`src/alm_pkg.sv`:
```
// Shared types and codes of the array linked list manager.
// Used by the controller, the datapath and the top level; depends on nothing.
package alm_pkg;

    // operation selector carried in each input word
    localparam logic [2:0] F_INS_AFTER  = 3'd0;
    localparam logic [2:0] F_INS_BEFORE = 3'd1;
    localparam logic [2:0] F_DELETE     = 3'd2;
    localparam logic [2:0] F_L2P        = 3'd3;
    localparam logic [2:0] F_P2L        = 3'd4;
    localparam logic [2:0] F_SEARCH     = 3'd5;
    localparam logic [2:0] F_COMPACT    = 3'd6;

    // result status codes
    localparam logic [2:0] ST_OK             = 3'd0;
    localparam logic [2:0] ST_WRONG_POSITION = 3'd1;
    localparam logic [2:0] ST_FULL           = 3'd2;
    localparam logic [2:0] ST_NOT_FOUND      = 3'd3;
    localparam logic [2:0] ST_ORDERED        = 3'd4;

    // datapath micro-operations
    localparam logic [4:0] OP_NONE      = 5'd0;
    localparam logic [4:0] OP_INIT      = 5'd1;
    localparam logic [4:0] OP_LATCH     = 5'd2;
    localparam logic [4:0] OP_RD_POS    = 5'd3;
    localparam logic [4:0] OP_CHK       = 5'd4;
    localparam logic [4:0] OP_RD_FREE   = 5'd5;
    localparam logic [4:0] OP_INS_W1    = 5'd6;
    localparam logic [4:0] OP_INS_W2    = 5'd7;
    localparam logic [4:0] OP_DEL_W1    = 5'd8;
    localparam logic [4:0] OP_DEL_W2    = 5'd9;
    localparam logic [4:0] OP_WALK_INIT = 5'd10;
    localparam logic [4:0] OP_WALK_RD   = 5'd11;
    localparam logic [4:0] OP_WALK_ADV  = 5'd12;
    localparam logic [4:0] OP_PREV_RD   = 5'd13;
    localparam logic [4:0] OP_PREV_ADV  = 5'd14;
    localparam logic [4:0] OP_CP_COPY   = 5'd15;
    localparam logic [4:0] OP_CP_BINIT  = 5'd16;
    localparam logic [4:0] OP_CP_RD     = 5'd17;
    localparam logic [4:0] OP_CP_WR     = 5'd18;
    localparam logic [4:0] OP_CP_FIN    = 5'd19;
    localparam logic [4:0] OP_FIN       = 5'd20;

    typedef struct packed {
        logic [4:0] op;
        logic [2:0] status;
        logic       take_phys;
        logic       take_logic;
    } cmd_t;

    typedef struct packed {
        logic [2:0] func;
        logic       count_zero;
        logic       pos_zero;
        logic       pos_valid;
        logic       free_zero;
        logic       lpos_ok;
        logic       i_eq_lpos;
        logic       i_eq_count;
        logic       s_zero;
        logic       hit;
        logic       ordered;
        logic       c_gt_n;
        logic       c_last;
        logic       out_free;
    } stat_t;

endpackage

```
`src/alm_ctrl.sv`:
```
// Sequencer of the array linked list manager: one state per table access step.
// Depends on alm_pkg; drives the datapath through cmd_t, reads stat_t.
module alm_ctrl (
    input  logic           clk,
    input  logic           rst_n,
    input  logic           in_valid,
    output logic           in_ready,
    input  alm_pkg::stat_t stat,
    output alm_pkg::cmd_t  cmd
);
    import alm_pkg::*;

    localparam logic [4:0] S_INIT = 5'd0;
    localparam logic [4:0] S_IDLE = 5'd1;
    localparam logic [4:0] S_DISP = 5'd2;
    localparam logic [4:0] S_I1   = 5'd3;
    localparam logic [4:0] S_I2   = 5'd4;
    localparam logic [4:0] S_I3   = 5'd5;
    localparam logic [4:0] S_I4   = 5'd6;
    localparam logic [4:0] S_X1   = 5'd7;
    localparam logic [4:0] S_X2   = 5'd8;
    localparam logic [4:0] S_X3   = 5'd9;
    localparam logic [4:0] S_L1   = 5'd10;
    localparam logic [4:0] S_L2   = 5'd11;
    localparam logic [4:0] S_R1   = 5'd12;
    localparam logic [4:0] S_R2   = 5'd13;
    localparam logic [4:0] S_R3   = 5'd14;
    localparam logic [4:0] S_S1   = 5'd15;
    localparam logic [4:0] S_S2   = 5'd16;
    localparam logic [4:0] S_C1   = 5'd17;
    localparam logic [4:0] S_C2   = 5'd18;
    localparam logic [4:0] S_C4   = 5'd19;
    localparam logic [4:0] S_C5   = 5'd20;
    localparam logic [4:0] S_C6   = 5'd21;
    localparam logic [4:0] S_FIN  = 5'd22;

    logic [4:0] state_reg, state_next;
    logic [2:0] st_reg, st_next;

    always_ff @(posedge clk or negedge rst_n)
    begin
        if (!rst_n)
        begin
            state_reg <= S_INIT;
            st_reg    <= ST_OK;
        end
        else
        begin
            state_reg <= state_next;
            st_reg    <= st_next;
        end
    end

    assign in_ready = (state_reg == S_IDLE);

    always_comb
    begin
        state_next     = state_reg;
        st_next        = st_reg;
        cmd.op         = OP_NONE;
        cmd.status     = st_reg;
        cmd.take_phys  = 1'b0;
        cmd.take_logic = 1'b0;
        unique case (state_reg)
            S_INIT:
            begin
                cmd.op = OP_INIT;
                if (stat.c_last)
                begin
                    state_next = S_IDLE;
                end
            end
            S_IDLE:
            begin
                if (in_valid)
                begin
                    cmd.op     = OP_LATCH;
                    state_next = S_DISP;
                end
            end
            S_DISP:
            begin
                unique case (stat.func)
                    F_INS_AFTER, F_INS_BEFORE:
                    begin
                        cmd.op     = OP_RD_POS;
                        state_next = S_I1;
                    end
                    F_DELETE:
                    begin
                        cmd.op     = OP_RD_POS;
                        state_next = S_X1;
                    end
                    F_P2L:
                    begin
                        cmd.op     = OP_RD_POS;
                        state_next = S_R1;
                    end
                    F_L2P:
                    begin
                        if (!stat.lpos_ok)
                        begin
                            st_next    = ST_WRONG_POSITION;
                            state_next = S_FIN;
                        end
                        else
                        begin
                            cmd.op     = OP_WALK_INIT;
                            state_next = S_L1;
                        end
                    end
                    F_SEARCH:
                    begin
                        cmd.op     = OP_WALK_INIT;
                        state_next = S_S1;
                    end
                    F_COMPACT:
                    begin
                        if (stat.ordered)
                        begin
                            st_next    = ST_ORDERED;
                            state_next = S_FIN;
                        end
                        else
                        begin
                            cmd.op     = OP_WALK_INIT;
                            state_next = S_C1;
                        end
                    end
                    default:
                    begin
                        st_next    = ST_WRONG_POSITION;
                        state_next = S_FIN;
                    end
                endcase
            end
            S_I1:
            begin
                cmd.op = OP_CHK;
                priority if (stat.count_zero ? !stat.pos_zero : !stat.pos_valid)
                begin
                    st_next    = ST_WRONG_POSITION;
                    state_next = S_FIN;
                end
                else if (stat.free_zero)
                begin
                    st_next    = ST_FULL;
                    state_next = S_FIN;
                end
                else
                begin
                    state_next = S_I2;
                end
            end
            S_I2:
            begin
                cmd.op     = OP_RD_FREE;
                state_next = S_I3;
            end
            S_I3:
            begin
                cmd.op = OP_INS_W1;
                if (stat.count_zero)
                begin
                    st_next    = ST_OK;
                    state_next = S_FIN;
                end
                else
                begin
                    state_next = S_I4;
                end
            end
            S_I4:
            begin
                cmd.op     = OP_INS_W2;
                st_next    = ST_OK;
                state_next = S_FIN;
            end
            S_X1:
            begin
                cmd.op = OP_CHK;
                if (!stat.pos_valid)
                begin
                    st_next    = ST_WRONG_POSITION;
                    state_next = S_FIN;
                end
                else
                begin
                    state_next = S_X2;
                end
            end
            S_X2:
            begin
                cmd.op     = OP_DEL_W1;
                state_next = S_X3;
            end
            S_X3:
            begin
                cmd.op     = OP_DEL_W2;
                st_next    = ST_OK;
                state_next = S_FIN;
            end
            S_L1:
            begin
                if (stat.i_eq_lpos)
                begin
                    cmd.take_phys = 1'b1;
                    st_next       = ST_OK;
                    state_next    = S_FIN;
                end
                else
                begin
                    cmd.op     = OP_WALK_RD;
                    state_next = S_L2;
                end
            end
            S_L2:
            begin
                cmd.op     = OP_WALK_ADV;
                state_next = S_L1;
            end
            S_R1:
            begin
                cmd.op = OP_CHK;
                if (!stat.pos_valid)
                begin
                    st_next    = ST_WRONG_POSITION;
                    state_next = S_FIN;
                end
                else
                begin
                    state_next = S_R2;
                end
            end
            S_R2:
            begin
                if (stat.s_zero)
                begin
                    cmd.take_logic = 1'b1;
                    st_next        = ST_OK;
                    state_next     = S_FIN;
                end
                else
                begin
                    cmd.op     = OP_PREV_RD;
                    state_next = S_R3;
                end
            end
            S_R3:
            begin
                cmd.op     = OP_PREV_ADV;
                state_next = S_R2;
            end
            S_S1:
            begin
                if (stat.i_eq_count)
                begin
                    st_next    = ST_NOT_FOUND;
                    state_next = S_FIN;
                end
                else
                begin
                    cmd.op     = OP_WALK_RD;
                    state_next = S_S2;
                end
            end
            S_S2:
            begin
                if (stat.hit)
                begin
                    cmd.take_phys  = 1'b1;
                    cmd.take_logic = 1'b1;
                    st_next        = ST_OK;
                    state_next     = S_FIN;
                end
                else
                begin
                    cmd.op     = OP_WALK_ADV;
                    state_next = S_S1;
                end
            end
            S_C1:
            begin
                if (stat.c_gt_n)
                begin
                    cmd.op     = OP_CP_BINIT;
                    state_next = S_C4;
                end
                else
                begin
                    cmd.op     = OP_WALK_RD;
                    state_next = S_C2;
                end
            end
            S_C2:
            begin
                cmd.op     = OP_CP_COPY;
                state_next = S_C1;
            end
            S_C4:
            begin
                cmd.op     = OP_CP_RD;
                state_next = S_C5;
            end
            S_C5:
            begin
                cmd.op     = OP_CP_WR;
                state_next = stat.c_last ? S_C6 : S_C4;
            end
            S_C6:
            begin
                cmd.op     = OP_CP_FIN;
                st_next    = ST_OK;
                state_next = S_FIN;
            end
            S_FIN:
            begin
                if (stat.out_free)
                begin
                    cmd.op     = OP_FIN;
                    state_next = S_IDLE;
                end
            end
            default:
            begin
                state_next = S_IDLE;
            end
        endcase
    end

endmodule

```
`config.mk`:
```
export PLATFORM = sky130hd
export DESIGN_NAME = alm_ctrl
export DESIGN_NICKNAME = d
export VERILOG_FILES = /design/src/alm_pkg.sv /design/src/alm_ctrl.sv
export SDC_FILE = /design/constraint.sdc
export NUM_CORES = 1
export LEC_CHECK = 0
export BUFFER_PORTS_ARGS = -buffer_cell sky130_fd_sc_hd__buf_2
export CORE_MARGIN = 8
export CORE_UTILIZATION = 45
export DETAILED_ROUTE_END_ITERATION = 10
export PLACE_DENSITY = 0.67
export RECOVER_POWER = 50
export SLEW_MARGIN = 0
export SYNTH_ARGS = -nofsm -noshare
export SYNTH_HDL_FRONTEND = slang
export SYNTH_SLANG_ARGS = --single-unit
```
`constraint.sdc`:
```
create_clock -name clk -period 3.15 [get_ports clk]
set_input_delay 0.1575 -clock clk [delete_from_list [all_inputs] [get_ports clk]]
set_output_delay 0.1575 -clock clk [all_outputs]
set_load 0.02 [all_outputs]
```
# After elaboration in Yosys (flattened, before gate mapping)
# Cells that the tools add are included.
[totals]
ff_bits = 8
inputBits = 19
out_inout_bits = 11
wordCells = 103
[op_classes]
eq_ne = 41
muxes = 47
reduce_logical = 13
[ops]
columns = ["operator", "count"]
rows = [
  ["case mux 5 bit (21 select lines)", 2],
  ["2-to-1 mux 5 bit", 14],
  ["equality test 5 x 4 -> 1 bit, second input constant", 8],
  ["2-to-1 mux 3 bit", 13],
  ["equality test 5 bit, second input constant", 7],
  ["case mux 5 bit (6 select lines)", 1],
  ["case mux 3 bit (9 select lines)", 1],
  ["2-to-1 mux 4 bit", 6],
  ["equality test 5 x 3 -> 1 bit, second input constant", 4],
  ["!= test 2 bit, second input constant", 10],
  ["case mux 4 bit (4 select lines)", 1],
  ["AND reduction 11 bit", 1],
  ["equality test 5 x 2 -> 1 bit, second input constant", 2],
  ["equality test 3 bit, second input constant", 3],
  ["!= test 3 bit, second input constant", 3],
  ["case mux 3 bit (3 select lines)", 1],
  ["nonzero test 9 bit", 1],
  ["equality test 3 x 2 -> 1 bit, second input constant", 2],
  ["OR reduction 3 bit", 2],
  ["equality test 5 x 1 -> 1 bit, second input constant", 1],
  ["zero test 5 bit", 1],
  ["OR reduction 5 bit", 1],
  ["2-to-1 mux 1 bit", 4],
  ["2-to-1 mux 2 bit", 2],
  ["other kinds (7)", 10],
]

# Depth between registers and ports, before layout
# Gate-level depths: netlist of run 1.
[depth]
depth_word = 4
depth_mapped = 8
depth_no_buf = 5

# Worst setup path before layout of run 1
# No wires, ideal clock.
[synth_path]
kind = "reg-to-output"
from = "register state_reg[1]"
to = "output port cmd[9] (netlist bit)"
arrival_ps = 1767
t_required_ps = 2992
path_slack_ps = 1225
path_stages_with_launch = 6
path_buffers = 3
cell_sequence = "dfrtp_1 > buf_2 > buf_2 > clkbuf_1 > o21ai_0 > a221oi_1"
[synth_lines]
columns = ["element", "line_no", "text"]
rows = [
  ["start: declaration", "alm_ctrl.sv:37", "logic [4:0] state_reg, state_next;"],
  ["start signal: assignment", "alm_ctrl.sv:49", "state_reg <= state_next;"],
  ["end: declaration", "alm_ctrl.sv:9", "output alm_pkg::cmd_t cmd"],
]

==> results of run 1 <==
==> final cells by class <==
class | count | area [um^2] | area share (%)
clock buffers | 3 | 22.5 | 1.39
inverters | 6 | 22.5 | 1.39
multi-input cells | 181 | 1140 | 70.0
flip-flops and latches | 8 | 200 | 12.3
well taps | 44 | 55.1 | 3.39
repair buffers | 35 | 188 | 11.6
==> per-stage QoR <==
step / utilization (%) / power [uW] / instances / cell area (um^2)
floorplan: - / 1260 / 219 / 1470
global placement: 51.9 / 1580 / 273 / 1600
detailed placement: 51.9 / 1570 / 273 / 1600
CTS: 52.9 / 1650 / 277 / 1630
global route: 52.8 / 1810 / 277 / 1620
finish: 52.8 / 1670 / 277 / 1620
==> layer usage <==
layer / wire, um / vias up / global-route usage [%]
li1: - / 855 / -
met1: 2070 / 800 / 25.5
met2: 2090 / 93 / 26.6
met3: 414 / 19 / 3.30
met4: 131 / 0 / 5.33
met5: 0 / - / 0
==> critical path, stage by stage (launching register included) <==
cell	delay, ns
dfrtp_1	0.73
buf_4	0.32
or3b_2	0.47
o21ai_0	0.09
a41oi_1	0.17
o2111ai_1	0.16
buf_2	0.19
==> logic make-up after synthesis <==
family                   Yosys count  synth area share (%)
buffers and inverters             30                  9.26
adder cells (fa/ha/maj)            2                  1.36
multiplexers                       4                  2.97
XOR/XNOR                           2                  1.19
AO/OA/AOI/OAI                     78                  35.9
flip-flops                         8                  13.6
AND/OR/NAND/NOR                   95                  35.8
==> cells in the mapped netlist (all sizes together), types with 3 or more instances <==
master	instances	area [um^2]
nand2	19	71.3
nand3	3	15.0
dfrtp	8	200
nor3	8	40.0
nand2b	9	56.3
o21ai	20	100
clkbuf	9	33.8
nand4	3	25.0
nor2b	5	31.3
nor3b	3	27.5
nor2	23	86.3
a211oi	3	22.5
mux2	3	33.8
a2bb2oi	4	35.0
or4	3	22.5
a21oi	16	80.1
inv	5	18.8
a32oi	3	26.3
o32ai	5	43.8
nand3b	3	22.5
buf	15	80.1
==> power by group through the flow <==
stage	Sequential, uW	Clock, uW	Combinational, uW
5_1_grt	317	91.7	1400
2_1_floorplan	195	0	1060
3_5_place_dp	301	0	1270
4_1_cts	299	78.8	1280
3_3_place_gp	304	0	1280
6_report	306	76.4	1280
==> worst min-delay path by stage <==
stage | depth (start not counted) | endpoint | slack, ns | startpoint
after CTS | 2 | state_reg[4] | 0.27 | rst_n
after floorplan | 0 | st_reg[0] | -0.14 | rst_n
after global placement | 1 | state_reg[4] | 0.005 | rst_n
after global routing | 4 | state_reg[0] | 0.32 | stat[1]
final | 4 | state_reg[0] | 0.31 | stat[1]
after detailed placement | 1 | state_reg[4] | 0.006 | rst_n
==> repair_timing <==
action / in CTS / in global routing
hold buffers: 1 / 0
hold endpoints to repair: 8 / 0
setup buffers: 0 / 0
==> impl_results.md, run 1 <==
* Status: finished, final reports clean
* Post-cts sizing count at 0
* TritonRoute pass-1 iters at 5
* Port buffer count at 29
* Critical Path Source: state_reg[3]
* Yosys cell types at 57
* PnR worst setup slack at approximately 0.60 ns
* Leak pwr at 0.000661 uW
* H-tree levels at 1
* CTS tree: built
* Gate power share at 77.0%
* Core area at between 0.003 and 0.004 mm^2
* Ant diodes at 0
* R2r startpoint: state_reg[3]
* Switching power at 964 uW
* Final min period at 2.55 ns
* Grt total ovfl at 0
* Dpl hpwl at around 3500 um
* Die area at 0.00536 mm^2
* Area grow syn2layout at 10.3%
* CP Class: flop to output port
* Peak Freq at 0.393 GHz
* Cells on worst reg2reg path at 6
* CP startpoint kind: flop
* Asr flop ratio synth at 100%
* Worst-Margin Slew at 0.685 ns
* Sink Count at 8
* Commonest non-fill, non-tap cell in the layout: buf_2
* Num CTS Buffers at 3
* DR WL/cell at 17.0 um
* Sequential share of power at 18.4%
* Setup violations, final at 0
* Vias in the first global route at 1,558
* Net Sw Frac at between 50% and 60%
* CTS max path bufs at 2
* Prevailing post-synth register cell: dfrtp_1
* CP Capture Point: cmd[6]
* Nets at 254
* Syn nets at 238
* Share of cells above drive strength 1 at 16.3%
* Power Density at 1030 mW/mm^2
* Die width at 73.2 um
* Sequential share of the synthesized area at between 10 and 15%
* GRT Overall Usage at a little under a fifth
* Global-route wire length before repair at about 7700 um
* Root Buffer: clkbuf_4
* Crit path capture type: output port
* Most frequent cells in the layout: buf_2 (25), nor2_1 (23), o21ai_0 (20), nand2_1 (19), a21oi_1 (16)
* Final Wtd Congestion at 0.988
* Yosys warning count at 0
* Remaining antenna violation count after routing at 0
* Syn_area_per_cell at 6.72 um^2
* Fillers at 342
* Final Hold Fails at 0
* # DRC at 0
* Number of flops mapped to enable cells by yosys at 0
* Die height at 73.2 um
* RSZ-0062 raised after global routing: no
* DR vias at ~1,800
* Initial core utilization at between 40% and 50%
* Worst skew pair latency at 0.25 ns
* Starting DRT DRC Count at 266
* Peak supply drop at ~0.64 mV
* Max FFs per register at 5
* Seq cells post-synth at 8
* HP Class: primary input to flop
* Largest net degree at the start of global routing at 25
* Place WS at 0.868 ns
* Clock transition at the registers of the reported paths at 0.05 ns
* WHS at 0.310 ns
* Worst r2r dst: st_reg[1]
* Flop2flop setup slack at 0.82 ns
* Final Max Tran Viols at 0
* Final wirelength at 4700 um
* Max-cap viol count at 0
* Vias per inst at 6.38
* Int Pwr at about 700 uW
* Max transition margin at 54.3%
* Initial antenna violation count at 0
* Post-Syn Area at 0.00147 mm^2
* Fin Clk Skew at 0.00465 ns
* Boundary Pins at 30
* Worst EP arrival at 2.39 ns
* Fin Setup TNS at 0 ns
* CP required at 2.99 ns
* Share of total power in the clock network at 4.6%
* Cells after Synth at 219
* Final period util at 80.9%
* Row cnt at 20
* Critical Path Fanout Max at 22
Note: power is estimated with default switching activity, not from simulation.
==> run 2, diff against run 1 <==
==> constraint.sdc (replaced) <==
create_clock -name clk -period 2.4 [get_ports clk]
set_input_delay 0.12 -clock clk [delete_from_list [all_inputs] [get_ports clk]]
set_output_delay 0.12 -clock clk [all_outputs]
set_load 0.02 [all_outputs]
==> impl_results.md, run 2 (same netlist as run 1, synthesis figures left out) <==
* Hold path endpoint: state_reg[0]
* Peak Freq at 0.437 GHz
* CP startpoint kind: flop
* Fin Clk Skew at between 0.001 and 0.0015 ns
* Vias per inst at 6.48
* Worst-Margin Slew at 0.558 ns
* CP Class: flop to output port
* RSZ-0062 raised after global routing: no
* Final period util at a little over nine tenths
* Buf+Inv Stages, Crit Path at 1
* Area grow syn2layout at 14.7%
* Cells on worst reg2reg path at 5
* Post-CTS Setup Inserts at 0
* Boundary Pins at 30
* Flop2flop setup slack at 0.27 ns
* Clock transition at the registers of the reported paths at 0.06 ns
* Port buffer count at 29
* Crit path cell chain: or4b_1 -> nor2_1 -> a21oi_1 -> or3b_2 -> buf_2
* Worst EP arrival at 2.17 ns
* Setup violations, final at 0
* Die height at 73.2 um
* Power Density at approximately 1400 mW/mm^2
* Most frequent cells in the layout: buf_2 (25), nor2_1 (23), o21ai_0 (20), nand2_1 (19), a21oi_1 (16)
* Place WS at 0.279 ns
* Global-route wire length before repair at 8090 um
* Initial core utilization at 47.8%
* PnR worst setup slack at 0.114 ns
* Min-delay src: stat[1]
* Remaining antenna violation count after routing at 0
* Max-cap viol count at 0
* Util after Layout at between 50% and 60%
* Root Buffer: clkbuf_4
* Final wirelength at 4920 um
* GRT Overall Usage at 18.8%
* Cells after DPL at 281
* Vias in the first global route at around 1,700
* Commonest non-fill, non-tap cell in the layout: buf_2
* Grt total ovfl at 0
* Worst r2r dst: st_reg[2]
* Max transition margin at 62.7%
* Slowest stage delay, CP at 0.61 ns
* Storage cell area at approximately 200 um^2
* Critical Path Fanout Max at 10
* Ant diodes at 0
* Worst skew pair latency at between 0.2 and 0.3 ns
* Crit path capture type: output port
* Final Wtd Congestion at 1.02
* HP Class: primary input to flop
* Fin Setup TNS at 0 ns
* TritonRoute pass-1 iters at 6
* CTS max path bufs at 2
* Sink Count at 8
* Final Hold Fails at 0
* Num CTS Buffers at 3
* Layout Cells excl Fill at 285
* Area of the multi-input gates at between 0.001 and 0.0015 mm^2
* Max FFs per register at 5
* Crit-path leading delay family: simple AND/OR/NAND/NOR gates
* Starting DRT DRC Count at 229
* CP required at around 2.3 ns
* Final Max Tran Viols at 0
* Leak pwr at 0.000698 uW
* Status: finished, final reports clean
* Die area at approximately 0.0054 mm^2
* DR WL/cell at between 15 and 20 um
* Share of cells above drive strength 1 at 20.3%
* R2r startpoint: state_reg[1]
* Dpl hpwl at 3860 um
* CTS tree: built
* Final min period at 2.29 ns
* Worst Hold Path Cells at 4
* DR vias at 1,847
* Peak supply drop at around 0.68 mV
* H-tree levels at 1
* Core area at just over 0.003 mm^2
* Fillers at about 320
* Initial antenna violation count at 0
* Die width at 73.2 um
* Nets at 262
* Row cnt at 20
* # DRC at 0
* Largest net degree at the start of global routing at 20
* Slowest cell on crit path: or4b_1
-- run 2: layout make-up --
cell class | count | area share [%]
flip-flops and latches | 8 | 12.0
inverters | 6 | 1.33
well taps | 44 | 3.26
clock buffers | 3 | 1.33
multi-input cells | 181 | 67.4
repair buffers | 43 | 14.7
-- run 2: how the worst max path moves through the flow --
| stage | from | end | slack [ns] | depth (start not counted) |
|---|---|---|---|---|
| floorplan | state_reg[2] | st_reg[0] | 0.51 | 7 |
| global placement | state_reg[4] | st_reg[0] | 0.35 | 5 |
| detailed placement | state_reg[4] | st_reg[2] | 0.28 | 5 |
| CTS | state_reg[4] | cmd[8] | 0.09 | 5 |
| global route | state_reg[3] | cmd[8] | 0.02 | 6 |
| finish | state_reg[1] | cmd[8] | 0.11 | 5 |
-- run 2: what timing repair did --
action / in CTS / in global routing
gates resized for setup: 0 / 4
endpoints found under the hold margin: 8 / 0
endpoints found under the setup margin: 0 / 1
hold buffers: 1 / 0
-- run 2: routing by layer --
| metal | part of all wire, % | routed length [um] | GRT usage [%] | up-vias |
|---|---|---|---|---|
| li1 | - | - | - | 870 |
| met5 | 0 | 0 | 0 | - |
| met3 | 12 | 580 | 3.85 | 16 |
| met2 | 46 | 2280 | 29.8 | 141 |
| met1 | 40 | 1980 | 24.5 | 820 |
| met4 | 1.7 | 85 | 5.78 | 0 |
-- run 2: power by group --
| group | switching [uW] | internal [uW] |
|---|---|---|
| logic | 1140 | 743 |
| registers | 115 | 203 |
| clock network | 46.2 | 57.3 |
| total | 1300 | 1000 |
-- run 2: metrics by stage --
stage / cell area, um^2 / hold slack (ns) / power, uW
5_1_grt: 1690 / 0.282 / 2470
3_5_place_dp: 1660 / -0.0284 / 2150
6_report: 1690 / 0.280 / 2300
2_1_floorplan: 1470 / -0.176 / 1650
4_1_cts: 1690 / 0.232 / 2260
3_3_place_gp: 1660 / -0.0285 / 2190
-- run 2: worst min-delay path: stages --
cell     delay (ns)
buf_2          0.12
nor2_1         0.05
nand2_1        0.06
o211a_1        0.15
==> run 3, diff against run 2 <==
--- a/config.mk
+++ b/config.mk
@@ -6,7 +6,6 @@
 export NUM_CORES = 1
 export LEC_CHECK = 0
 export BUFFER_PORTS_ARGS = -buffer_cell sky130_fd_sc_hd__buf_2
-export CORE_MARGIN = 8
 export CORE_UTILIZATION = 45
 export DETAILED_ROUTE_END_ITERATION = 10
 export PLACE_DENSITY = 0.67
==> constraint.sdc (replaced) <==
create_clock -name clk -period 2.3 [get_ports clk]
set_input_delay 0.115 -clock clk [delete_from_list [all_inputs] [get_ports clk]]
set_output_delay 0.115 -clock clk [all_outputs]
set_load 0.02 [all_outputs]
==> impl_results.md, run 3 (same netlist as run 1, synthesis figures left out) <==
* Status: finished, final reports clean
* Nets at 261
* Fillers at ~330
* Largest net degree at the start of global routing at 37
* Storage cell area at 200 um^2
* H-tree levels at 1
* Boundary Pins at 30
* Port buffer count at 29
* Share of cells above drive strength 1 at 19.2%
* Vias in the first global route at 1,528
* Worst-Margin Slew at roughly 0.44 ns
* Grt total ovfl at 0
* Final wirelength at 4700 um
* HP Class: primary input to flop
* Area grow syn2layout at 15.0%
* Max transition margin at 70.5%
* Die width at about 59 um
* Gate power share at 84.3%
* # DRC at 0
* TritonRoute pass-1 iters at 5
* Net Sw Frac at 56.0%
* CTS max path bufs at 2
* CP startpoint kind: flop
* CP Class: flop to output port
* Starting DRT DRC Count at 155
* RSZ-0062 raised after global routing: no
* Final period util at 96.0%
* Area of the multi-input gates at 0.00114 mm^2
* Fin Clk Skew at 0.00510 ns
* Global-route wire length before repair at 7650 um
* Int Pwr at between 1000 and 1500 uW
* Initial core utilization at 47.8%
* Dpl hpwl at ~3500 um
* Post-CTS Setup Inserts at 0
* Leak pwr at roughly 0.00069 uW
* Initial antenna violation count at 0
* Root Buffer: clkbuf_4
* Num CTS Buffers at 3
* Setup violations, final at 0
* Peak supply drop at 0.586 mV
* Core area at 0.00308 mm^2
* WHS at between 0.2 and 0.3 ns
* Final Max Tran Viols at 0
* Fin Setup TNS at 0 ns
* Final Hold Fails at 0
* CTS tree: built
* Commonest non-fill, non-tap cell in the layout: buf_2
* DR WL/cell at 16.6 um
* Power Density at 1420 mW/mm^2
* Ant diodes at 0
* Sink Count at 8
* Critical Path Fanout Max at 16
* Switching power at 1340 uW
* Die height at 59.2 um
* Final min period at between 2 and 2.5 ns
* Clock transition at the registers of the reported paths at 0.05 ns
* CP required at 2.18 ns
* Share of total power in the clock network at between 4 and 5%
* Peak Freq at 0.453 GHz
* Max FFs per register at 5
* Row cnt at 20
* Max-cap viol count at 0
* Worst skew pair latency at about 0.25 ns
* Final Wtd Congestion at just under 1
* Vias per inst at 6.48
* Most frequent cells in the layout: buf_2 (24), nor2_1 (23), o21ai_0 (20), nand2_1 (19), a21oi_1 (16)
* Die area at ~0.0035 mm^2
* Worst EP arrival at 2.09 ns
* Remaining antenna violation count after routing at 0
* Crit path capture type: output port
* Sequential share of power at a little under an eighth
* GRT Overall Usage at between 20% and 30%
* DR vias at 1,841
* Util after Layout at 55.0%
## run 3: power by group through the flow
stage	clock network, uW	registers [uW]	logic (uW)
6_report	104	274	2020
2_1_floorplan	0	267	1460
5_1_grt	120	282	2180
3_5_place_dp	0	273	1980
4_1_cts	110	271	1980
3_3_place_gp	0	270	2000
## run 3: layout make-up
| class | count | area share (%) |
|---|---|---|
| sequential | 8 | 11.8 |
| clock buffer | 3 | 1.33 |
| timing repair buffer | 42 | 14.9 |
| tap | 44 | 3.25 |
| inverter | 6 | 1.33 |
| multi-input combinational | 181 | 67.4 |
## run 3: metrics by stage
step                      power, uW  cell area (um^2)  instances  setup WS, ns
final                          2400              1690        284        0.0925
after global routing           2580              1690        284       0.00412
after CTS                      2360              1690        284        0.0865
after detailed placement       2250              1660        280         0.341
after global placement         2270              1660        280         0.320
after floorplan                1720              1470        219         0.409
## run 3: what timing repair did
action / CTS / global route
gates resized for setup: 0 / 2
hold buffers: 1 / 0
hold endpoints to repair: 8 / 0
endpoints found under the setup margin: 0 / 1
## run 3: routing by layer
metal  wire length (um)  global-route usage [%]
met1               2140                    43.5
met2               2110                    42.9
met3                407                    3.49
met4                 44                    4.08
met5                  0                       0
## run 3: worst paths after layout
kind                       slack [ns]           end          from  cells past startpoint
min in group asynchronous        0.32     st_reg[2]         rst_n                      2
max in group asynchronous        1.67  state_reg[3]         rst_n                      2
min                              0.27  state_reg[0]       stat[1]                      4
min reg2reg                      0.49     st_reg[0]     st_reg[0]                      1
max reg2reg                      0.32  state_reg[3]  state_reg[0]                      6
max                              0.09        cmd[8]  state_reg[0]                      6
## run 3: worst max-delay path, cell delays in order, from the launching register on
cell      delay, ns
dfrtp_1        0.51
buf_4          0.25
nand4b_1       0.15
o32ai_1        0.14
a21oi_1        0.18
or3b_2         0.45
buf_2          0.17
